--- src/rtl/core/tlnef_pkg.sv ---
// Shared types and constants for the text line number / escape filter.
// No dependencies; imported by every module under rtl/core.
package tlnef_pkg;

  localparam int BYTE_W     = 8;
  localparam int CFG_IDX_W  = 3;
  localparam int CFG_DATA_W = 8;
  localparam int BODY_MAX   = 4;   // widest escape: M-^X
  localparam int BODY_CNT_W = 3;

  // configuration register indexes
  localparam logic [CFG_IDX_W-1:0] CFG_NUMBER_MODE      = 3'd0;
  localparam logic [CFG_IDX_W-1:0] CFG_SHOW_ENDS        = 3'd1;
  localparam logic [CFG_IDX_W-1:0] CFG_SHOW_TABS        = 3'd2;
  localparam logic [CFG_IDX_W-1:0] CFG_SHOW_NONPRINTING = 3'd3;
  localparam logic [CFG_IDX_W-1:0] CFG_SQUEEZE_BLANK    = 3'd4;

  // numbering modes; the remaining code numbers nothing
  localparam logic [1:0] NUM_NONE     = 2'd0;
  localparam logic [1:0] NUM_ALL      = 2'd1;
  localparam logic [1:0] NUM_NONBLANK = 2'd2;

  localparam logic [BYTE_W-1:0] CH_TAB    = 8'h09;
  localparam logic [BYTE_W-1:0] CH_NL     = 8'h0A;
  localparam logic [BYTE_W-1:0] CH_SPACE  = 8'h20;
  localparam logic [BYTE_W-1:0] CH_DOLLAR = 8'h24;
  localparam logic [BYTE_W-1:0] CH_MINUS  = 8'h2D;
  localparam logic [BYTE_W-1:0] CH_ZERO   = 8'h30;
  localparam logic [BYTE_W-1:0] CH_QUEST  = 8'h3F;
  localparam logic [BYTE_W-1:0] CH_I      = 8'h49;
  localparam logic [BYTE_W-1:0] CH_M      = 8'h4D;
  localparam logic [BYTE_W-1:0] CH_CARET  = 8'h5E;
  localparam logic [BYTE_W-1:0] CH_DEL    = 8'h7F;
  localparam logic [BYTE_W-1:0] CH_HIGH   = 8'h80;
  localparam logic [BYTE_W-1:0] CH_M_CTL_END = 8'hA0;  // first byte shown as plain M-X
  localparam logic [BYTE_W-1:0] CH_CTL_OFS   = 8'h40;

  typedef struct packed {
    logic [1:0] number_mode;
    logic       show_ends;
    logic       show_tabs;
    logic       show_nonprinting;
    logic       squeeze_blank;
  } cfg_t;

endpackage

--- src/rtl/core/tlnef_expand.sv ---
// Input register, line state and expansion of one byte into its output bytes.
// Depends on tlnef_pkg.
module tlnef_expand #(
  parameter int NUMBER_DIGITS = 6,
  parameter int MAXB          = NUMBER_DIGITS + 1 + tlnef_pkg::BODY_MAX,
  parameter int CNT_W         = $clog2(MAXB + 1)
) (
  input  logic                              clk,
  input  logic                              rst,
  input  tlnef_pkg::cfg_t                   cfg,
  input  logic                              in_valid,
  output logic                              in_ready,
  input  logic [tlnef_pkg::BYTE_W-1:0]      in_byte,
  input  logic                              in_file_start,
  input  logic                              can_load,
  output logic                              load,
  output logic [CNT_W-1:0]                  ld_count,
  output logic [MAXB-1:0][tlnef_pkg::BYTE_W-1:0] ld_bytes
);
  import tlnef_pkg::*;

  localparam int CW = 4 * NUMBER_DIGITS;

  logic              s1_valid;
  logic [BYTE_W-1:0] s1_byte;
  logic              s1_fs;

  logic          after_newline, after_newline_next;
  logic          printing_on, printing_on_next;
  logic [CW-1:0] line_count, line_count_next;

  logic          an_eff, po_eff;
  logic [CW-1:0] cnt_eff, cnt_inc;
  logic          num, squeezed;
  logic [BODY_MAX-1:0][BYTE_W-1:0] body;
  logic [BODY_CNT_W-1:0]           body_n;
  logic [NUMBER_DIGITS-1:0][BYTE_W-1:0] digit_chr;
  logic                                 seen, carry;
  logic [3:0]                           nib;

  assign in_ready = !s1_valid || can_load;
  assign load     = s1_valid && can_load;

  always_ff @(posedge clk) begin
    if (rst) begin
      s1_valid <= 1'b0;
    end else if (in_valid && in_ready) begin
      s1_valid <= 1'b1;
    end else if (load) begin
      s1_valid <= 1'b0;
    end
    if (in_valid && in_ready) begin
      s1_byte <= in_byte;
      s1_fs   <= in_file_start;
    end
  end

  // file start restarts the line state ahead of this byte
  always_comb begin
    an_eff  = s1_fs ? 1'b1 : after_newline;
    po_eff  = s1_fs ? 1'b1 : printing_on;
    cnt_eff = s1_fs ? CW'(1) : line_count;
  end

  always_comb begin
    num                = 1'b0;
    squeezed           = 1'b0;
    body               = '0;
    body_n             = '0;
    after_newline_next = an_eff;
    printing_on_next   = po_eff;
    if (s1_byte == CH_NL) begin
      if (an_eff && !po_eff && cfg.squeeze_blank) begin
        squeezed = 1'b1;
      end else begin
        if (an_eff) begin
          num              = (cfg.number_mode == NUM_ALL);
          printing_on_next = 1'b0;
        end else begin
          printing_on_next = 1'b1;
        end
        after_newline_next = 1'b1;
        if (cfg.show_ends) begin
          body[0] = CH_DOLLAR;
          body[1] = CH_NL;
          body_n  = 3'd2;
        end else begin
          body[0] = CH_NL;
          body_n  = 3'd1;
        end
      end
    end else begin
      num = an_eff && (cfg.number_mode == NUM_ALL || cfg.number_mode == NUM_NONBLANK);
      after_newline_next = 1'b0;
      printing_on_next   = 1'b1;
      if (s1_byte == CH_TAB) begin
        if (cfg.show_tabs) begin
          body[0] = CH_CARET;
          body[1] = CH_I;
          body_n  = 3'd2;
        end else begin
          body[0] = CH_TAB;
          body_n  = 3'd1;
        end
      end else if (!cfg.show_nonprinting) begin
        body[0] = s1_byte;
        body_n  = 3'd1;
      end else if (s1_byte < CH_SPACE) begin
        body[0] = CH_CARET;
        body[1] = s1_byte + CH_CTL_OFS;
        body_n  = 3'd2;
      end else if (s1_byte < CH_DEL) begin
        body[0] = s1_byte;
        body_n  = 3'd1;
      end else if (s1_byte == CH_DEL) begin
        body[0] = CH_CARET;
        body[1] = CH_QUEST;
        body_n  = 3'd2;
      end else begin
        body[0] = CH_M;
        body[1] = CH_MINUS;
        if (s1_byte < CH_M_CTL_END) begin
          body[2] = CH_CARET;
          body[3] = s1_byte - CH_CTL_OFS;
          body_n  = 3'd4;
        end else if (s1_byte != 8'hFF) begin
          body[2] = s1_byte - CH_HIGH;
          body_n  = 3'd3;
        end else begin
          body[2] = CH_CARET;
          body[3] = CH_QUEST;
          body_n  = 3'd4;
        end
      end
    end
  end

  // number text, most significant digit first; leading zeros blank
  always_comb begin
    seen = 1'b0;
    nib  = '0;
    for (int i = 0; i < NUMBER_DIGITS; i++) begin
      nib  = cnt_eff[4*(NUMBER_DIGITS-1-i) +: 4];
      seen = seen || (nib != 4'd0) || (i == NUMBER_DIGITS - 1);
      if (nib > 4'd9) nib = 4'd9;
      digit_chr[i] = seen ? (CH_ZERO + BYTE_W'(nib)) : CH_SPACE;
    end
  end

  // BCD increment, wraps after all nines
  always_comb begin
    carry   = 1'b1;
    cnt_inc = cnt_eff;
    for (int d = 0; d < NUMBER_DIGITS; d++) begin
      if (carry) begin
        if (cnt_eff[4*d +: 4] >= 4'd9) begin
          cnt_inc[4*d +: 4] = 4'd0;
        end else begin
          cnt_inc[4*d +: 4] = cnt_eff[4*d +: 4] + 4'd1;
          carry = 1'b0;
        end
      end
    end
    line_count_next = num ? cnt_inc : cnt_eff;
  end

  always_comb begin
    ld_bytes = '0;
    for (int i = 0; i < MAXB; i++) begin
      if (num) begin
        if (i < NUMBER_DIGITS) begin
          ld_bytes[i] = digit_chr[i];
        end else if (i == NUMBER_DIGITS) begin
          ld_bytes[i] = CH_TAB;
        end else if (i - NUMBER_DIGITS - 1 < BODY_MAX) begin
          ld_bytes[i] = body[i-NUMBER_DIGITS-1];
        end
      end else if (i < BODY_MAX) begin
        ld_bytes[i] = body[i];
      end
    end
    if (squeezed) begin
      ld_count = '0;
    end else if (num) begin
      ld_count = CNT_W'(NUMBER_DIGITS + 1) + CNT_W'(body_n);
    end else begin
      ld_count = CNT_W'(body_n);
    end
  end

  always_ff @(posedge clk) begin
    if (rst) begin
      after_newline <= 1'b1;
      printing_on   <= 1'b1;
      line_count    <= CW'(1);
    end else if (load) begin
      after_newline <= after_newline_next;
      printing_on   <= printing_on_next;
      line_count    <= line_count_next;
    end
  end

endmodule

--- src/rtl/core/tlnef_serial.sv ---
// Result register: holds one expanded run and sends it a byte per beat.
// Depends on tlnef_pkg.
module tlnef_serial #(
  parameter int MAXB  = 11,
  parameter int CNT_W = $clog2(MAXB + 1)
) (
  input  logic                              clk,
  input  logic                              rst,
  input  logic                              load,
  input  logic [CNT_W-1:0]                  ld_count,
  input  logic [MAXB-1:0][tlnef_pkg::BYTE_W-1:0] ld_bytes,
  output logic                              can_load,
  output logic                              out_valid,
  input  logic                              out_ready,
  output logic [tlnef_pkg::BYTE_W-1:0]      out_byte,
  output logic                              out_last
);
  import tlnef_pkg::*;

  localparam int POS_W = $clog2(MAXB);

  logic                          busy;
  logic [CNT_W-1:0]              count;
  logic [POS_W-1:0]              pos;
  logic [MAXB-1:0][BYTE_W-1:0]   bytes;

  assign out_valid = busy;
  assign out_byte  = bytes[pos];
  assign out_last  = (CNT_W'(pos) + CNT_W'(1) == count);
  assign can_load  = !busy || (out_last && out_ready);

  always_ff @(posedge clk) begin
    if (rst) begin
      busy <= 1'b0;
      pos  <= '0;
    end else if (load) begin
      busy <= (ld_count != '0);
      pos  <= '0;
    end else if (busy && out_ready) begin
      if (out_last) begin
        busy <= 1'b0;
      end else begin
        pos <= pos + POS_W'(1);
      end
    end
    if (load) begin
      count <= ld_count;
      bytes <= ld_bytes;
    end
  end

  a_pos_in_run: assert property (@(posedge clk) disable iff (rst)
    busy |-> (count != '0 && CNT_W'(pos) < count))
    else $error("byte index outside the held run");

  a_load_when_free: assert property (@(posedge clk) disable iff (rst)
    load |-> can_load)
    else $error("run loaded over one still being sent");

  a_run_ends: assert property (@(posedge clk) disable iff (rst)
    (out_valid && out_ready && out_last && !load) |=> !out_valid)
    else $error("output still valid after last beat of run");

  a_step: assert property (@(posedge clk) disable iff (rst)
    (out_valid && out_ready && !out_last && !load) |=> (pos == $past(pos) + POS_W'(1)))
    else $error("byte index did not advance after beat");

endmodule

--- src/rtl/core/text_line_number_escape_filter_unit.sv ---
// Top level of the text line number / escape filter: config registers and
// the expand and serial stages. Depends on tlnef_pkg, tlnef_expand, tlnef_serial.
//
//  channel  | direction | beat contents
//  ---------+-----------+------------------------------------------------
//  cfg      | in        | cfg_index = register, cfg_data = value
//  s_axis   | in        | tdata = data_byte, tuser = file_start
//  m_axis   | out       | tdata = out_byte, tlast = last_of_run
//
// One input byte per cycle when each byte yields one output byte and m_axis is
// not stalled; an input yielding more holds the input while the result register
// sends its run one byte per beat. Bytes go input register, then result register.
// Reset (rst, synchronous) clears all options and restarts the line count.
// Output stalls back up through the result register into the input stage.
module text_line_number_escape_filter_unit #(
  parameter int NUMBER_DIGITS = 6
) (
  input  logic                               clk,
  input  logic                               rst,
  input  logic                               cfg_valid,
  output logic                               cfg_ready,
  input  logic [tlnef_pkg::CFG_IDX_W-1:0]    cfg_index,
  input  logic [tlnef_pkg::CFG_DATA_W-1:0]   cfg_data,
  input  logic                               s_axis_tvalid,
  output logic                               s_axis_tready,
  input  logic [7:0]                         s_axis_tdata,  // [7:0] data_byte
  input  logic                               s_axis_tuser,  // [0] file_start
  output logic                               m_axis_tvalid,
  input  logic                               m_axis_tready,
  output logic [7:0]                         m_axis_tdata,  // [7:0] out_byte
  output logic                               m_axis_tlast
);
  import tlnef_pkg::*;

  localparam int MAXB  = NUMBER_DIGITS + 1 + BODY_MAX;
  localparam int CNT_W = $clog2(MAXB + 1);

  cfg_t cfg;

  logic                        can_load, load;
  logic [CNT_W-1:0]            ld_count;
  logic [MAXB-1:0][BYTE_W-1:0] ld_bytes;

  assign cfg_ready = 1'b1;

  always_ff @(posedge clk) begin
    if (rst) begin
      cfg <= '0;
    end else if (cfg_valid && cfg_ready) begin
      unique case (cfg_index)
        CFG_NUMBER_MODE:      cfg.number_mode      <= cfg_data[1:0];
        CFG_SHOW_ENDS:        cfg.show_ends        <= cfg_data[0];
        CFG_SHOW_TABS:        cfg.show_tabs        <= cfg_data[0];
        CFG_SHOW_NONPRINTING: cfg.show_nonprinting <= cfg_data[0];
        CFG_SQUEEZE_BLANK:    cfg.squeeze_blank    <= cfg_data[0];
        default: ;
      endcase
    end
  end

  tlnef_expand #(
    .NUMBER_DIGITS(NUMBER_DIGITS),
    .MAXB         (MAXB),
    .CNT_W        (CNT_W)
  ) u_expand (
    .clk          (clk),
    .rst          (rst),
    .cfg          (cfg),
    .in_valid     (s_axis_tvalid),
    .in_ready     (s_axis_tready),
    .in_byte      (s_axis_tdata),
    .in_file_start(s_axis_tuser),
    .can_load     (can_load),
    .load         (load),
    .ld_count     (ld_count),
    .ld_bytes     (ld_bytes)
  );

  tlnef_serial #(
    .MAXB (MAXB),
    .CNT_W(CNT_W)
  ) u_serial (
    .clk      (clk),
    .rst      (rst),
    .load     (load),
    .ld_count (ld_count),
    .ld_bytes (ld_bytes),
    .can_load (can_load),
    .out_valid(m_axis_tvalid),
    .out_ready(m_axis_tready),
    .out_byte (m_axis_tdata),
    .out_last (m_axis_tlast)
  );

endmodule
--- config.mk ---
export PLATFORM = sky130hd
export DESIGN_NAME = text_line_number_escape_filter_unit
export DESIGN_NICKNAME = d
export VERILOG_FILES = /design/src/rtl/core/tlnef_pkg.sv /design/src/rtl/core/tlnef_expand.sv /design/src/rtl/core/tlnef_serial.sv /design/src/rtl/core/text_line_number_escape_filter_unit.sv
export SDC_FILE = /design/constraint.sdc
export NUM_CORES = 1
export LEC_CHECK = 0
export BUFFER_PORTS_ARGS = -buffer_cell sky130_fd_sc_hd__buf_2
export CORE_MARGIN = 1.5
export CORE_UTILIZATION = 41
export CTS_CLUSTER_SIZE = 40
export DETAILED_ROUTE_END_ITERATION = 8
export SLEW_MARGIN = 20
export SYNTH_ARGS = -nofsm -noshare
export SYNTH_HDL_FRONTEND = slang
export SYNTH_HIERARCHICAL = 1
export SYNTH_SLANG_ARGS = --single-unit
--- constraint.sdc ---
create_clock -name clk -period 5.5 [get_ports clk]
set_input_delay 1.1 -clock clk [delete_from_list [all_inputs] [get_ports clk]]
set_output_delay 1.1 -clock clk [all_outputs]
set_load 0.1 [all_outputs]
Yosys cells after proc, flatten, opt, wreduce, memory -nomap -nowiden. Index checks and enable logic that the tools add are counted.

Register bits: 138. Bits in latches: 0. Memory bits (writable): 0. Bits in read-only memories: 0. Input bits: 25. Output and inout bits: 12. Word-level logic and storage cells: 202. Memories kept: 0.

Add/sub/neg operators: 17. $mul: 0. Div/mod/pow operators: 0. $lt $le $gt $ge: 16. Eq/ne operators: 11. Shifts and indexed selects: 0. Mux-type cells: 95. Bitwise gates (word level): 1. Reductions and logical operators: 36.

Operators with widths (number): 2-to-1 mux 16 bit (14); 2-to-1 mux 24 bit (4); 2-to-1 mux 8 bit (12); 2-to-1 mux 4 bit (21); adder 6 x 4 -> 7 bit (first input constant) (6); binary-select mux 8 bit (select 4 bit) (1); adder 4 x 1 -> 4 bit (second input constant) (7); 2-to-1 mux 3 bit (9); 2-to-1 mux 1 bit (26); greater-or-equal comparator 4 bit (second input constant) (6); > comparator 4 bit (second input constant) (6); nonzero test 4 bit (6); 2-to-1 mux 6 bit (3); equality test 8 x 4 -> 1 bit (second input constant) (2); AND reduction 2 bit (8); 2-to-1 mux 7 bit (2); 2-to-1 mux 13 bit (1); adder 8 x 7 -> 8 bit (second input constant) (1); equality test 8 x 7 -> 1 bit (second input constant) (1); less-than comparator 8 x 6 -> 1 bit (second input constant) (1); less-than comparator 8 x 7 -> 1 bit (second input constant) (1); less-than comparator 8 bit (second input constant) (1); != test 8 bit (second input constant) (1); subtractor 8 x 7 -> 8 bit (second input constant) (1); other kinds (17) (35).

Depth between registers and ports, before layout. Gate-level depths: netlist of the first run.

Depth in word-level cells: 14. Mapped depth: 14. Mapped depth without buffers: 14.

Modules after synthesis. Netlist of the first run, hierarchy kept.

Modules (own cells, without submodules): tlnef_serial (instances 1, cells each 203, area each 3847.4 sq um, sequential area each 2862.7 sq um); tlnef_expand (instances 1, cells each 507, area each 3619.7 sq um, sequential area each 810.8 sq um); text_line_number_escape_filter_unit (instances 1, cells each 27, area each 299.0 sq um, sequential area each 120.1 sq um).

Worst setup path before layout of the first run. Ideal clock, no wire load.

Path kind: flip-flop to flip-flop. From: reg u_serial.pos[0]. To: reg u_serial.pos[2]. Setup time: 0.132 ns. Arrival time: 6.802 ns. Required time: 5.368 ns. Path slack: -1.434 ns. Stages on the path, launching flop included: 13. Buffers on the path: 1. Clock period less this slack: 6.934 ns. Cell sequence: dfxtp_1 ha_1 xnor3_1 nand3_2 nor2_1 a21bo_1 nand2_1 clkinv_1 clkbuf_1 nor2_1 and4_1 a21oi_1 o311ai_1.

Cells in the longest elaborated chain, start to end: 6. Elaborated cells on any way between the ends: 8. Classes of those cells: 1 x add/sub; 1 x eq/ne; 1 x bitwise; 5 x reduce/logical.

Ends and longest elaborated chain: start, declared (line tlnef_serial.sv:24) `logic [POS_W-1:0] pos;`; start signal, assigned (line tlnef_serial.sv:43) `pos <= pos + POS_W'(1);`; adder 4 x 1 -> 4 bit (line tlnef_serial.sv:29) `assign out_last = (CNT_W'(pos) + CNT_W'(1) == count);`; equality test 4 bit (line tlnef_serial.sv:29); via m_axis_tlast (line text_line_number_escape_filter_unit.sv:31) `output logic m_axis_tlast`; logical AND 1 bit (line tlnef_serial.sv:30) `assign can_load = !busy || (out_last && out_ready);`; logical OR 1 bit (line tlnef_serial.sv:30); via can_load (line text_line_number_escape_filter_unit.sv:40) `logic can_load, load;`; logical AND 1 bit (line tlnef_expand.sv:42) `assign load = s1_valid && can_load;`; via load (line text_line_number_escape_filter_unit.sv:40); OR reduction 2 bit (no source line).

The timed path passes the listed nets, and every way through them passes these cells. A chain may end at the register's enable or synchronous reset.

Worst setup path in the final report of the first run.
From: reg u_serial.pos[0]. To: out m_axis_tdata[0].

Cells in the longest elaborated chain, start to end: 2.

Ends and longest elaborated chain: binary-select mux 8 bit (select 4 bit) (line tlnef_serial.sv:28) `assign out_byte = bytes[pos];`; 2-to-1 mux 8 bit (not written as such) (line tlnef_serial.sv:28); end, declared (line text_line_number_escape_filter_unit.sv:30) `output logic [7:0] m_axis_tdata,`.

Every way passes these cells. The select of a mux whose other input is x is not followed.

==> impl_metrics.xml, run 1 <==
<?xml version="1.0" encoding="UTF-8"?>
<metrics>
  <group name="worst_setup_path">
    <metric name="worst-r2r-cell-count" unit="">11</metric>
    <metric name="critical_path.cell_chain" unit="">buf_4 &gt; nor2b_1 &gt; a21oi_1 &gt; o22ai_1 &gt; buf_2</metric>
    <metric name="critical_path.reg2reg.endpoint" unit="">u_expand/line_count[22]</metric>
    <metric name="critPathBufInv" unit="">2</metric>
    <metric name="cp_capture_point" unit="">m_axis_tdata[0]</metric>
    <metric name="critical_path.top_delay_family" unit="">buffers and inverters</metric>
    <metric name="crit_path_start" unit="">u_serial/pos[0]</metric>
    <metric name="critPathMaxStageDelay" unit="ps">630</metric>
    <metric name="classification_of_the_worst_setup_path" unit="">flop to output pin</metric>
    <metric name="timing.critical_path.arrival" unit="ps">2720</metric>
    <metric name="startpoint_type" unit="">flop</metric>
    <metric name="critical_path_depth" unit="">5</metric>
    <metric name="critical-path-slowest-cell" unit="">nor2b_1</metric>
    <metric name="critical_path.endpoint_type" unit="">output pin</metric>
    <metric name="crit_fanout" unit="">29</metric>
    <metric name="r2r_setup_slk" unit="ps">1950</metric>
    <metric name="critical_path_required_time" unit="ps">4400</metric>
    <metric name="rr_startpoint" unit="">u_serial/pos[0]</metric>
  </group>
  <group name="yosys">
    <metric name="async_sr_flop_fraction" unit="%">0</metric>
    <metric name="yosysWarningCount" unit="">6</metric>
    <metric name="postSynthAreaPerCell" unit="sq um">10.5</metric>
    <metric name="synthDominantAreaCellType" unit="">edfxtp_1</metric>
    <metric name="synthDominantCellAreaShare" unit="%">39.1</metric>
    <metric name="sequential_element_share_of_the_synthesized_area" unit="%">48.8</metric>
    <metric name="synth_edf_count" unit="">101</metric>
    <metric name="syn_inst" unit="">737</metric>
    <metric name="unique_masters_post_synth" unit="">74</metric>
    <metric name="yosys_most_used_dff" unit="">edfxtp_1</metric>
    <metric name="post-synth-top-count-cell" unit="">edfxtp_1</metric>
    <metric name="yosys-top-cells-count" unit="">101 x edfxtp_1, 86 x nor2_1, 62 x nand2_1, 38 x dfxtp_1</metric>
    <metric name="postSynthRegisterBits" unit="">139</metric>
    <metric name="mappedNetlistArea" unit="sq um">7770</metric>
    <metric name="most_area_consuming_cells_after_synthesis" unit="">edfxtp_1 39%, dfxtp_1 9.8%, ha_1 5.0%, mux4_2 4.6%, nor2_1 4.2%</metric>
  </group>
  <group name="die">
    <metric name="die_area" unit="sq um">19800</metric>
    <metric name="number_of_top_level_pins" unit="">37</metric>
    <metric name="rows" unit="">50</metric>
    <metric name="coreArea" unit="sq um">18600</metric>
    <metric name="initial_utilization" unit="%">41.7</metric>
    <metric name="die_h" unit="microns">141</metric>
    <metric name="die-width" unit="microns">141</metric>
  </group>
  <group name="clock_network">
    <metric name="tritoncts_num_sinks" unit="">139</metric>
    <metric name="cts-root-to-sink-buffers" unit="">2</metric>
    <metric name="worst_skew_pair.late_latency" unit="ps">430</metric>
    <metric name="tritoncts" unit="">built</metric>
    <metric name="cts_made_buffers" unit="">17</metric>
    <metric name="cts_htree_levels" unit="">4</metric>
    <metric name="post_cts.resized_instances" unit="">0</metric>
    <metric name="post_cts.repair.setup_buffers" unit="">0</metric>
    <metric name="ctsRootBufferMaster" unit="">clkbuf_16</metric>
    <metric name="cts_hold_repair.buffers" unit="">0</metric>
    <metric name="clkSlewWorstSetupHoldPaths" unit="ps">60</metric>
  </group>
  <group name="timing">
    <metric name="fin_skew" unit="ps">9.62</metric>
    <metric name="fin_worst_hold_slack" unit="ps">477</metric>
    <metric name="setup_viol" unit="">0</metric>
    <metric name="fin_tns_setup" unit="ps">0</metric>
    <metric name="timing_hold_violations_final" unit="">0</metric>
    <metric name="setup_repair_after_global_routing_missed_its_margin" unit="">no</metric>
    <metric name="worst_pin_slew" unit="ps">778</metric>
    <metric name="final_period_minus_worst_setup_slack" unit="ps">3820</metric>
    <metric name="worst_slew_margin_relative_to_its_limit" unit="%">48.2</metric>
    <metric name="slew_viol_final" unit="">0</metric>
    <metric name="post-route-worst-setup-slack" unit="ps">1680</metric>
    <metric name="final_min_period_over_clock_period" unit="%">69.4</metric>
    <metric name="max_freq" unit="GHz">0.262</metric>
  </group>
  <group name="global_route">
    <metric name="grt_max_degree" unit="">64</metric>
    <metric name="grt.overflow.total" unit="">0</metric>
    <metric name="grt_pass1_wl" unit="microns">29900</metric>
    <metric name="grt_util_all_layers" unit="%">19.6</metric>
    <metric name="antenna_violations_before_repair" unit="">0</metric>
    <metric name="first_global_vias" unit="">5517</metric>
  </group>
  <group name="place">
    <metric name="gpl.final_weighted_congestion" unit="">0.891</metric>
    <metric name="placement.io_buffers" unit="">29</metric>
    <metric name="post-place-ws" unit="ps">1900</metric>
    <metric name="dp_hpwl" unit="microns">12900</metric>
  </group>
  <group name="outcome">
    <metric name="outcome" unit="">finished clean</metric>
  </group>
  <group name="power_and_ir_drop">
    <metric name="power_leakage" unit="uW">0.00318</metric>
    <metric name="peak_supply_drop" unit="mV">0.224</metric>
    <metric name="cellPowerDensity" unit="nW/um^2">294</metric>
  </group>
  <group name="detailed_routing">
    <metric name="post_drt_via_cell_ratio" unit="">5.71</metric>
    <metric name="detail_route.drc_violations" unit="">0</metric>
    <metric name="drt_first_pass_iters" unit="">6</metric>
    <metric name="finalWirelength" unit="microns">18700</metric>
    <metric name="drt_antenna_net_count" unit="">0</metric>
    <metric name="first_iter_violations" unit="">485</metric>
    <metric name="routed_wire_length_per_instance" unit="microns">18.7</metric>
    <metric name="routed-via-count" unit="">5704</metric>
  </group>
  <group name="finish">
    <metric name="final_layout_size_suffix_gt1_share" unit="%">13.2</metric>
    <metric name="antenna_cells_inserted" unit="">0</metric>
    <metric name="area_growth" unit="%">10.9</metric>
    <metric name="fin_nets" unit="">808</metric>
  </group>
  <group name="worst_hold_path">
    <metric name="hold_start" unit="">cfg[5]</metric>
    <metric name="hold_class" unit="">flop to flop</metric>
  </group>
  <group name="flow_run">
    <metric name="max_cap_viol_count" unit="">0</metric>
  </group>
</metrics>
==> cell type report <==
| type | count | area, sq um |
|---|---|---|
| Fill cell | 1740 | 10000 |
| Sequential cell | 139 | 3790 |
| Multi-Input combinational cell | 531 | 3620 |
| Clock buffer | 17 | 425 |
| Tap cell | 234 | 293 |
| Timing Repair Buffer | 37 | 218 |
| Clock inverter | 15 | 155 |
| Inverter | 26 | 100 |
==> report_power, final <==
part / total, uW / switching, uW / leakage, uW / internal [uW]
logic: 217 / 157 / 0.00160 / 60.5
clock network: 1130 / 490 / 0.000273 / 638
registers: 1190 / 22.7 / 0.00130 / 1160
total: 2530 / 669 / 0.00318 / 1860
==> how the worst min path moves through the flow <==
stage | end | slack [ps] | cells after the start
final | cfg[5] | 480 | 2
after global routing | cfg[5] | 520 | 2
after CTS | cfg[5] | 490 | 2
after detailed placement | cfg[5] | 480 | 2
after global placement | cfg[5] | 470 | 2
after floorplan | cfg[5] | 450 | 2
==> per-stage QoR <==
stage	area, sq um	total power [uW]	util [%]	cells
finish	8610	2530	46.2	999
CTS	8610	2550	46.2	999
floorplan	7810	1370	-	748
detailed placement	8030	1430	43.1	967
global placement	8030	1420	43.1	967
global route	8610	2610	46.2	999
==> layout by cell type, fill, tap and decap left out, types with 5 or more instances in the layout <==
cell and instances:
inv_6 5, nor2_1 86, inv_1 24, edfxtp_1 101
o22ai_1 9, a21oi_1 37, o31ai_1 5, mux4_2 16
ha_1 31, nand2b_1 20, o211ai_1 5, nor4_1 5
nand3_1 10, clkbuf_16 17, or3_1 6, a21boi_0 6
nor3_1 21, a31oi_1 7, and2_1 11, a21o_1 5
buf_4 7, nor2b_1 16, nand2_1 62, dfxtp_1 38
nand4_1 6, buf_2 29, conb_1 13, o21ai_0 37
o21a_1 5, o21bai_1 5, mux2i_1 26, nand3b_1 6
==> registers in the layout, summed over array words and instances (netlist names) <==
| signal | flops |
|---|---|
| cfg | 6 |
| u_expand/after_newline | 1 |
| u_expand/line_count | 24 |
| u_expand/printing_on | 1 |
| u_expand/s1_byte | 8 |
| u_expand/s1_fs | 1 |
| u_expand/s1_valid | 1 |
| u_serial/bytes | 88 |
| u_serial/count | 4 |
| u_serial/out_valid | 1 |
| u_serial/pos | 4 |
==> logic make-up after synthesis <==
logic type / Yosys count / share of synthesized area [%]
multiplexers: 42 / 7.99
adder cells (fa/ha/maj): 31 / 4.99
AO/OA/AOI/OAI: 159 / 13.6
XOR/XNOR: 8 / 1.18
AND/OR/NAND/NOR: 278 / 18.3
buffers and inverters: 78 / 5.01
flip-flops: 139 / 48.8
other: 2 / 0.0967
==> tightest hold or removal path, delay by kind of cell, from the launching register on <==
kind | cells | cell delay (ps)
multiplexers | 1 | 60
flip-flops | 1 | 310
AND/OR/NAND/NOR | 1 | 60
==> layer usage <==
| metal | vias to the layer above | track usage (%) | routed length (microns) |
|---|---|---|---|
| met3 | 19 | 4.52 | 1040 |
| met1 | 2778 | 27.4 | 8770 |
| met5 | - | 0 | 0 |
| met2 | 171 | 30.7 | 8670 |
| li1 | 2736 | - | - |
| met4 | 0 | 5.43 | 216 |
(Power assumes the default switching activity.)
==> run 2, diff against run 1 <==
Clock period 5.5 ns to 3.8 ns, I/O delays scaled along.
==> impl_metrics.xml, run 2 (synthesis results as in run 1) <==
<?xml version="1.0" encoding="UTF-8"?>
<metrics>
  <group name="timing">
    <metric name="final_period_minus_worst_setup_slack" unit="ps">3320</metric>
    <metric name="worst_slew_margin_relative_to_its_limit" unit="%">50.3</metric>
    <metric name="fin_skew" unit="ps">10.8</metric>
    <metric name="timing_hold_violations_final" unit="">0</metric>
    <metric name="setup_viol" unit="">0</metric>
    <metric name="final_min_period_over_clock_period" unit="%">87.4</metric>
    <metric name="slew_viol_final" unit="">0</metric>
    <metric name="setup_repair_after_global_routing_missed_its_margin" unit="">no</metric>
    <metric name="worst_pin_slew" unit="ps">745</metric>
    <metric name="max_freq" unit="GHz">0.301</metric>
    <metric name="fin_tns_setup" unit="ps">0</metric>
  </group>
  <group name="power_and_ir_drop">
    <metric name="post-layout-total-power" unit="uW">3530</metric>
    <metric name="power_leakage" unit="uW">0.00319</metric>
    <metric name="cellPowerDensity" unit="nW/um^2">408</metric>
    <metric name="peak_supply_drop" unit="mV">0.323</metric>
  </group>
  <group name="clock_network">
    <metric name="post_cts.repair.setup_buffers" unit="">0</metric>
    <metric name="cts-root-to-sink-buffers" unit="">2</metric>
    <metric name="cts_hold_repair.buffers" unit="">0</metric>
    <metric name="tritoncts" unit="">built</metric>
    <metric name="cts_htree_levels" unit="">4</metric>
    <metric name="ctsRootBufferMaster" unit="">clkbuf_16</metric>
    <metric name="post_cts.resized_instances" unit="">0</metric>
    <metric name="cts_made_buffers" unit="">17</metric>
    <metric name="worst_skew_pair.late_latency" unit="ps">430</metric>
    <metric name="tritoncts_num_sinks" unit="">139</metric>
    <metric name="clkSlewWorstSetupHoldPaths" unit="ps">60</metric>
  </group>
  <group name="global_route">
    <metric name="antenna_violations_before_repair" unit="">0</metric>
    <metric name="grtUsageMet1" unit="%">27.3</metric>
    <metric name="grt_util_all_layers" unit="%">19.6</metric>
    <metric name="grt_pass1_wl" unit="microns">30000</metric>
    <metric name="grt_util_met2" unit="%">30.5</metric>
    <metric name="grt_max_degree" unit="">51</metric>
    <metric name="grt_use_met3" unit="%">3.70</metric>
    <metric name="grt_most_used_layer" unit="">met2</metric>
    <metric name="first_global_vias" unit="">5564</metric>
    <metric name="grt.overflow.total" unit="">0</metric>
  </group>
  <group name="detailed_routing">
    <metric name="routed_wire_length_per_instance" unit="microns">18.6</metric>
    <metric name="finalWirelength" unit="microns">18600</metric>
    <metric name="post_drt_via_cell_ratio" unit="">5.72</metric>
    <metric name="drt_antenna_net_count" unit="">0</metric>
    <metric name="drt_first_pass_iters" unit="">5</metric>
    <metric name="detail_route.drc_violations" unit="">0</metric>
    <metric name="routed-via-count" unit="">5747</metric>
    <metric name="first_iter_violations" unit="">453</metric>
  </group>
  <group name="die">
    <metric name="die_h" unit="microns">141</metric>
    <metric name="die-width" unit="microns">141</metric>
    <metric name="coreArea" unit="sq um">18600</metric>
    <metric name="die_area" unit="sq um">19800</metric>
    <metric name="initial_utilization" unit="%">41.7</metric>
    <metric name="rows" unit="">50</metric>
    <metric name="number_of_top_level_pins" unit="">37</metric>
  </group>
  <group name="worst_setup_path">
    <metric name="critical_path_required_time" unit="ps">4150</metric>
    <metric name="r2r_setup_slk" unit="ps">480</metric>
    <metric name="critical_path.top_delay_family" unit="">compound AO/OA/AOI/OAI gates</metric>
    <metric name="timing.critical_path.arrival" unit="ps">3670</metric>
    <metric name="critPathMaxStageDelay" unit="ps">520</metric>
    <metric name="critical_path.endpoint_type" unit="">flop</metric>
    <metric name="startpoint_type" unit="">flop</metric>
    <metric name="critPathBufInv" unit="">1</metric>
    <metric name="classification_of_the_worst_setup_path" unit="">flop to flop</metric>
    <metric name="critical-path-slowest-cell" unit="">edfxtp_1</metric>
    <metric name="crit_fanout" unit="">9</metric>
    <metric name="critical_path.cell_chain" unit="">inv_1 &gt; ha_1 &gt; a21boi_0 &gt; a41o_1 &gt; o21ai_0 &gt; a211o_1 &gt; a21oi_1 &gt; ha_1 &gt; mux2i_1 &gt; nor4_1 &gt; a21oi_1 &gt; o21ai_0 &gt; a31oi_1</metric>
  </group>
  <group name="finish">
    <metric name="antenna_cells_inserted" unit="">0</metric>
    <metric name="fin_nets" unit="">814</metric>
    <metric name="area_growth" unit="%">11.2</metric>
    <metric name="layout.cells.most_common_list" unit="">101 x edfxtp_1, 85 x nor2_1, 62 x nand2_1, 38 x dfxtp_1</metric>
    <metric name="max_flop_register" unit="">u_serial/bytes</metric>
    <metric name="layout_commonest_cell" unit="">edfxtp_1</metric>
    <metric name="final_layout_size_suffix_gt1_share" unit="%">14.0</metric>
    <metric name="largest_reg_flops" unit="">88</metric>
    <metric name="reg_top3" unit="">u_serial/bytes x88, u_expand/line_count x24, u_expand/s1_byte x8</metric>
    <metric name="filler_cell_count" unit="">1718</metric>
  </group>
  <group name="place">
    <metric name="dp_hpwl" unit="microns">13100</metric>
    <metric name="gpl.final_weighted_congestion" unit="">0.882</metric>
    <metric name="placement.io_buffers" unit="">29</metric>
  </group>
  <group name="flow_run">
    <metric name="max_cap_viol_count" unit="">0</metric>
  </group>
  <group name="worst_hold_path">
    <metric name="hold_class" unit="">flop to flop</metric>
  </group>
  <group name="outcome">
    <metric name="outcome" unit="">finished clean</metric>
  </group>
</metrics>
[run 2: changes by cell type in the layout (fill, tap and decap cells not counted), moves of 2 or more]
cell | before | now
clkinv_2 | 0 | 4
inv_6 | 5 | 1
buf_4 | 7 | 13
inv_8 | 3 | 0
clkinvlp_4 | 4 | 6
[run 2: cell type report]
class	instances	area (sq um)	area share, %
Clock inverter	14	100	1.16
Sequential cell	139	3790	43.9
Multi-Input combinational cell	531	3630	42.1
Timing Repair Buffer	43	278	3.22
Clock buffer	18	439	5.09
Inverter	26	100	1.16
Tap cell	234	293	3.39
[run 2: report_power, final]
part	leakage [uW]	switching, uW	internal, uW
Combinational	0.00164	227	90.1
Sequential	0.00130	34.4	1690
Clock	0.000250	642	847
[run 2: final timing paths]
kind                             from                  to  depth (start not counted)
hold / removal                 cfg[5]              cfg[5]                          2
setup / recovery  u_expand/s1_byte[7]  u_serial/out_valid                         13
hold reg to reg                cfg[5]              cfg[5]                          2
setup reg to reg  u_expand/s1_byte[7]  u_serial/out_valid                         13
[run 2: tightest hold or removal path: cells and delay by family, from the launching register on]
family / cells / cell delay, ps
DFF: 1 / 310
and+or+nand+nor: 1 / 60
muxes: 1 / 60
[run 2: per-stage QoR]
| stage | hold WS (ps) | instance area (sq um) | setup slack (ps) | cells | util, % |
|---|---|---|---|---|---|
| after detailed placement | 469 | 8100 | 599 | 973 | 43.4 |
| after floorplan | 451 | 7820 | 100 | 748 | - |
| after global placement | 466 | 8100 | 664 | 973 | 43.4 |
| final | 476 | 8640 | 480 | 1005 | 46.3 |
| after global routing | 498 | 8640 | 199 | 1005 | 46.3 |
| after CTS | 480 | 8640 | 495 | 1005 | 46.3 |
[run 2: per-layer routing]
metal / vias to the layer above / part of all wire [%] / wire length [microns]
met1: 2770 / 47 / 8740
met4: 0 / 1.7 / 321
li1: 2756 / - / -
met3: 26 / 4.9 / 915
met2: 195 / 47 / 8670
met5: - / 0 / 0
